===== src/gsm_pkg.sv =====
`default_nettype none
package gsm_pkg;

   // fixed-point constants, Q.32 positions and values, Q.60 inside exp
   localparam logic [63:0] GOLD_Q32  = 64'd2654435769;
   localparam logic [63:0] LN2_Q60   = 64'h0B17217F7D1CF79B;
   localparam logic [63:0] ONE_Q60   = 64'h1000000000000000;
   localparam logic [66:0] K_BIAS    = 67'd13 * {3'b000, LN2_Q60};
   localparam logic signed [4:0] K_START = -5'sd13;
   localparam logic [4:0]  EXP_TERMS = 5'd20;
   localparam logic signed [37:0] POS_LIMIT = 38'sd34359738368;
   localparam logic signed [48:0] VAL_LIMIT = 49'sd17592186044416;
   localparam logic [32:0] THR_RESET = 33'd17;

   typedef enum logic [1:0] {
      SH_GOLD,
      SH_TAYLOR,
      SH_SQUARE
   } shift_type;

   typedef struct packed {
      logic        start;
      logic [63:0] a;
      logic [63:0] b;
      shift_type   sh;
   } mul_req_type;

   typedef struct packed {
      logic        done;
      logic [63:0] result;
   } mul_rsp_type;

   typedef struct packed {
      logic               done;
      logic signed [45:0] value;
   } obj_rsp_type;

   typedef enum logic [2:0] {
      C_IDLE,
      C_LONG,
      C_SHORT,
      C_EVAL_RIGHT,
      C_EVAL_LEFT,
      C_STEP_MUL,
      C_STEP_EVAL,
      C_DONE
   } ctrl_state_type;

   typedef enum logic [2:0] {
      O_IDLE,
      O_REDUCE,
      O_TERM_MUL,
      O_TERM_DIV,
      O_SCALE,
      O_SQUARE
   } obj_state_type;

   function automatic logic signed [37:0] clamp_pos(input logic signed [37:0] v);
      logic signed [37:0] r;
      r = v;
      if (v > POS_LIMIT) begin
         r = POS_LIMIT;
      end else if (v < -POS_LIMIT) begin
         r = -POS_LIMIT;
      end
      return r;
   endfunction

   function automatic logic [63:0] mag38(input logic signed [37:0] v);
      logic [37:0] m;
      m = v[37] ? 38'(-v) : 38'(v);
      return {26'b0, m};
   endfunction

endpackage
`default_nettype wire


===== src/gsm_mulshr.sv =====
`default_nettype none
// (a*b + 2^(sh-1)) >> sh on 64-bit operands, four 32x32 partial products
module gsm_mulshr (
   input  wire logic                 clock,
   input  wire logic                 reset,
   input  wire gsm_pkg::mul_req_type req,
   output gsm_pkg::mul_rsp_type      rsp
);

   logic [63:0]  a_ff, a_in, b_ff, b_in;
   gsm_pkg::shift_type sh_ff, sh_in;
   logic [2:0]   phase_ff, phase_in;
   logic         busy_ff, busy_in;
   logic [63:0]  prod_ff, prod_in;
   logic [1:0]   pidx_ff, pidx_in;
   logic         pval_ff, pval_in;
   logic [127:0] acc_ff, acc_in;
   logic [63:0]  res_ff, res_in;
   logic         done_ff, done_in;
   logic [31:0]  a_half, b_half;
   logic [6:0]   sh_amt;
   logic [127:0] rounded;

   always_ff @(posedge clock) begin
      if (reset) begin
         busy_ff  <= 1'b0;
         pval_ff  <= 1'b0;
         done_ff  <= 1'b0;
         phase_ff <= '0;
      end else begin
         busy_ff  <= busy_in;
         pval_ff  <= pval_in;
         done_ff  <= done_in;
         phase_ff <= phase_in;
      end
      a_ff    <= a_in;
      b_ff    <= b_in;
      sh_ff   <= sh_in;
      prod_ff <= prod_in;
      pidx_ff <= pidx_in;
      acc_ff  <= acc_in;
      res_ff  <= res_in;
   end

   always_comb begin
      a_in     = a_ff;
      b_in     = b_ff;
      sh_in    = sh_ff;
      phase_in = phase_ff;
      busy_in  = busy_ff;
      acc_in   = acc_ff;
      res_in   = res_ff;
      done_in  = 1'b0;
      pval_in  = 1'b0;
      pidx_in  = phase_ff[1:0];
      a_half   = phase_ff[0] ? a_ff[63:32] : a_ff[31:0];
      b_half   = phase_ff[1] ? b_ff[63:32] : b_ff[31:0];
      prod_in  = a_half * b_half;
      sh_amt   = ({6'b0, pidx_ff[0]} + {6'b0, pidx_ff[1]}) << 5;
      case (sh_ff)
         gsm_pkg::SH_GOLD:   rounded = (acc_ff + (128'd1 << 31)) >> 32;
         gsm_pkg::SH_TAYLOR: rounded = (acc_ff + (128'd1 << 59)) >> 60;
         gsm_pkg::SH_SQUARE: rounded = (acc_ff + (128'd1 << 30)) >> 31;
         default:            rounded = '0;
      endcase
      if (!busy_ff) begin
         if (req.start) begin
            a_in     = req.a;
            b_in     = req.b;
            sh_in    = req.sh;
            acc_in   = '0;
            phase_in = '0;
            busy_in  = 1'b1;
         end
      end else begin
         if (phase_ff < 3'd4) begin
            pval_in = 1'b1;
         end
         if (pval_ff) begin
            acc_in = acc_ff + ({64'b0, prod_ff} << sh_amt);
         end
         if (phase_ff == 3'd5) begin
            res_in  = rounded[63:0];
            done_in = 1'b1;
            busy_in = 1'b0;
         end else begin
            phase_in = phase_ff + 3'd1;
         end
      end
   end

   assign rsp.done   = done_ff;
   assign rsp.result = res_ff;

endmodule
`default_nettype wire


===== config.mk =====
export PLATFORM = sky130hd
export DESIGN_NAME = gsm_mulshr
export DESIGN_NICKNAME = d
export VERILOG_FILES = /design/src/gsm_pkg.sv /design/src/gsm_mulshr.sv
export SDC_FILE = /design/constraint.sdc
export NUM_CORES = 2
export LEC_CHECK = 0
export BUFFER_PORTS_ARGS = -buffer_cell sky130_fd_sc_hd__buf_2
export CAP_MARGIN = 20
export CORE_UTILIZATION = 48
export CTS_BUF_LIST = sky130_fd_sc_hd__clkbuf_8
export CTS_CLUSTER_SIZE = 10
export DETAILED_ROUTE_END_ITERATION = 16
export GPL_ROUTABILITY_DRIVEN = 0
export PLACE_DENSITY = 0.74
export SLEW_MARGIN = 10
export SYNTH_ARGS = -nofsm -noshare
export SYNTH_HDL_FRONTEND = slang
export SYNTH_SLANG_ARGS = --single-unit

===== constraint.sdc =====
create_clock -name clock -period 8.5 [get_ports clock]
set_input_delay 0.425 -clock clock [delete_from_list [all_inputs] [get_ports clock]]
set_output_delay 0.425 -clock clock [all_outputs]
set_load 0.02 [all_outputs]

==> summary.txt <==
Run status
  – Status: finished clean

Critical path
  – Most frequent CP cell: fa_1
  – Top Family by Delay on Critical Path: adder cells
  – Worst setup SP type: flop
  – CP bufs+invs: 8
  – CP max stage delay: 540 ps
  – R2R cell count: 31
  – Worst R2R End: prod_ff[62]
  – CP required: 9190 ps
  – Reg-to-reg slack, setup: 5 ps
  – Kind of critical path: reg2reg
  – Worst r2r src: phase_ff[1]
  – Slowest stage cell, crit path: fa_1
  – Crit path max fanout: 9
  – Worst path arrival time: 9190 ps
  – Crit end category: flop

CTS
  – Worst-path clk slew: 70 ps
  – Clock sink count: 390
  – CTS H-tree depth: 3
  – CTS buffer count: 69
  – Later-pin clock latency in the skew report: 830 ps
  – Longest Clk Path Bufs: 3
  – Root Driver: clkbuf_8
  – CTS tree: built

Hold path
  – Hold WC Path Type: in2reg
  – Hold Crit Start: req[130]
  – Hold Path Depth: 2
  – Hold EP: sh_ff[1]

Layout
  – Fraction of layout cells with a size suffix above 1: 11.3%
  – Area grow syn2layout: 12.6%
  – Nets: 8012
  – Final Core Density: 54.5%
  – Fill cells: 10258
  – Fin area: 64300 um2

Routing
  – Post-route DRC violation count: 0
  – Vias post-DR: 47864
  – DR vias/cell: 5.84
  – DR WL/cell: 22.9 um
  – 1st-iter DRT viols: 5193
  – Drt total wl: 188000 um
  – Antenna-violating nets left: 0
  – DR pass1 iterations: 6

Global route
  – Largest net degree at the start of global routing: 87
  – Vias in the first global route: 48485
  – Total gr overflow: 0
  – Global-route wire length before repair: 281000 um
  – Number of antenna violations at the first check in global routing: 4
  – Tot GR Track Use: 30.7%

Timing
  – Endpoints failing hold: 0
  – Setup violators final: 0
  – Minimum clock period: 8500 ps
  – Max Slew Vio Count: 0
  – Setup tns final: 0 ps
  – Worst hold slack: 144 ps
  – Worst slew pin tran: 1010 ps
  – Final critical-path share of the clock period: 99.9%
  – Fmax: 0.118 GHz
  – Clock Skew: 43.0 ps
  – Max-slew headroom: 31.1%

Placement
  – DP Area: 60800 um2
  – IO Port Bufs: 197
  – Post-DP HPWL: 150000 um

Yosys
  – Post-synth EDFFs: 318
  – Netlist cell types: 99
  – Async SR Flop Fraction: 0%
  – Register area share after synthesis: 19.3%
  – Syn Area/Cell: 9.11 um2
  – Ys flop type: edfxtp_1
  – Post-synthesis cell count: 6266
  – Post-Syn Nets: 7689
  – Synth warn: 0
  – Post-Synthesis Cell Area: 57100 um2
  – Seq cells post-synth: 390

Die
  – Die area: 120000 um2
  – I/O pin cnt: 198
  – DIE WIDTH: 347 um
  – Initial Util: 48.4%
  – Rows: 126
  – Core Area: 118000 um2
  – Chip height: 347 um

Flow run
  – Max-cap viol count: 0
layout by cell type (no fill, tap or decap), types with 30 or more instances in the layout:
cell           synthesis  layout
nand4_1               91      91
nor2b_1               59      56
nand2b_1              40      40
ha_1                 393     388
nor2_1               947     946
and2_1                52      52
mux2_2                61      58
nor3_1                42      42
dfxtp_1               72      70
o21bai_1              66      66
edfxtp_1             318     318
nand2_1              641     640
dlygate4sd3_1          0     132
fa_1                 897     893
inv_1                940     955
a22o_1                33      33
nand3_1               30      30
a21o_1                78      77
mux2i_1              105      58
buf_4                  9     207
xnor2_1              144     144
clkbuf_8               0      76
buf_2                 14     197
a21oi_1              284     284
xor2_1                86      86
mux2i_2                0      33
a221o_1               49      49
o21ai_0              192     191
worst register-to-register path, delay by kind of cell (launching register included):
kind	cells	cell delay [ps]
XOR/XNOR	1	150
AND/OR/NAND/NOR	1	60
multiplexers	1	340
AO/OA/AOI/OAI	11	2400
buffers and inverters	8	850
flip-flops	1	390
adder cells (fa/ha/maj)	9	4180
per-layer routing:
metal | share of wire (%) | vias to the layer above | GRT usage (%)
met4 | 7.8 | 2 | 19.3
met1 | 36 | 23133 | 36.6
li1 | - | 20842 | -
met2 | 44 | 3109 | 47.4
met3 | 13 | 778 | 10.6
met5 | 0.0059 | - | 0
logic make-up after synthesis:
family / after synthesis / synth area share (%)
AO/OA/AOI/OAI: 900 / 10.3
AND/OR/NAND/NOR: 2018 / 15.3
XOR/XNOR: 230 / 3.53
flip-flops: 390 / 19.3
adder cells (fa/ha/maj): 1290 / 40.1
buffers and inverters: 1271 / 8.53
multiplexers: 167 / 3.06
area by class of cell:
cell class	count	area [um2]	area share, %
inverters	941	3530	5.50
repair buffers	582	4670	7.27
well taps	1536	1920	2.99
clock inverters	51	432	0.672
diodes	8	20.0	0.0312
flip-flops and latches	390	11000	17.1
multi-input cells	4605	41600	64.8
clock buffers	76	1050	1.63
state kept, by name (all words and copies together) (netlist names):
| name | flops |
|---|---|
| phase_ff | 3 |
| pval_ff | 1 |
| b_ff | 64 |
| a_ff | 64 |
| res_ff | 64 |
| pidx_ff | 2 |
| sh_ff | 2 |
| busy_ff | 1 |
| prod_ff | 64 |
| acc_ff | 124 |
| done_ff | 1 |
synth_stat cells, types with 7 or more instances:
| library cell | instances | share of area [%] |
|---|---|---|
| a211oi_1 | 7 | 0.092 |
| a21boi_0 | 9 | 0.12 |
| a21o_1 | 78 | 1.0 |
| a21oi_1 | 284 | 2.5 |
| a221o_1 | 49 | 0.86 |
| a221oi_1 | 10 | 0.15 |
| a22o_1 | 33 | 0.51 |
| a22oi_1 | 13 | 0.17 |
| a31oi_1 | 26 | 0.28 |
| and2_1 | 52 | 0.57 |
| and3_1 | 20 | 0.22 |
| buf_1 | 12 | 0.079 |
| buf_2 | 14 | 0.12 |
| buf_4 | 9 | 0.12 |
| clkbuf_1 | 289 | 1.9 |
| dfxtp_1 | 72 | 2.5 |
| edfxtp_1 | 318 | 17 |
| fa_1 | 897 | 31 |
| ha_1 | 393 | 8.6 |
| inv_1 | 940 | 6.2 |
| mux2_2 | 61 | 1.2 |
| mux2i_1 | 105 | 1.8 |
| nand2_1 | 641 | 4.2 |
| nand2b_1 | 40 | 0.44 |
| nand3_1 | 30 | 0.26 |
| nand4_1 | 91 | 1.0 |
| nor2_1 | 947 | 6.2 |
| nor2b_1 | 59 | 0.65 |
| nor3_1 | 42 | 0.37 |
| nor4_1 | 15 | 0.16 |
| o211ai_1 | 10 | 0.13 |
| o21a_1 | 25 | 0.33 |
| o21ai_0 | 192 | 1.7 |
| o21ai_1 | 19 | 0.17 |
| o21bai_1 | 66 | 0.87 |
| o31ai_1 | 18 | 0.24 |
| or2_2 | 19 | 0.21 |
| or3_1 | 18 | 0.20 |
| xnor2_1 | 144 | 2.2 |
| xor2_1 | 86 | 1.3 |
repair_timing:
action	4_1_cts	5_1_grt
cloned	0	2
pin swaps	0	12
setup endpoints to repair	3	14
setup buffers	6	22
hold buffers	132	0
hold endpoints to repair	136	0
gates resized for setup	1	48
per-stage QoR:
stage               setup WS, ps  std cells
floorplan                   3.48       6266
global placement            57.6       7889
detailed placement         -74.2       7889
CTS                         29.8       8154
global route                -191       8184
finish                      4.96       8189
how the worst max path moves through the flow:
| stage | startpoint | endpoint | cells past startpoint |
|---|---|---|---|
| final | phase_ff[1] | prod_ff[62] | 31 |
| after global routing | phase_ff[1] | prod_ff[62] | 31 |
| after CTS | phase_ff[1] | prod_ff[62] | 25 |
| after detailed placement | phase_ff[0] | prod_ff[62] | 26 |
| after global placement | phase_ff[1] | prod_ff[57] | 27 |
| after floorplan | phase_ff[1] | prod_ff[62] | 31 |
Power is not shown: default switching activity piles up to over one toggle a cycle in this logic, so the estimate is an artifact.
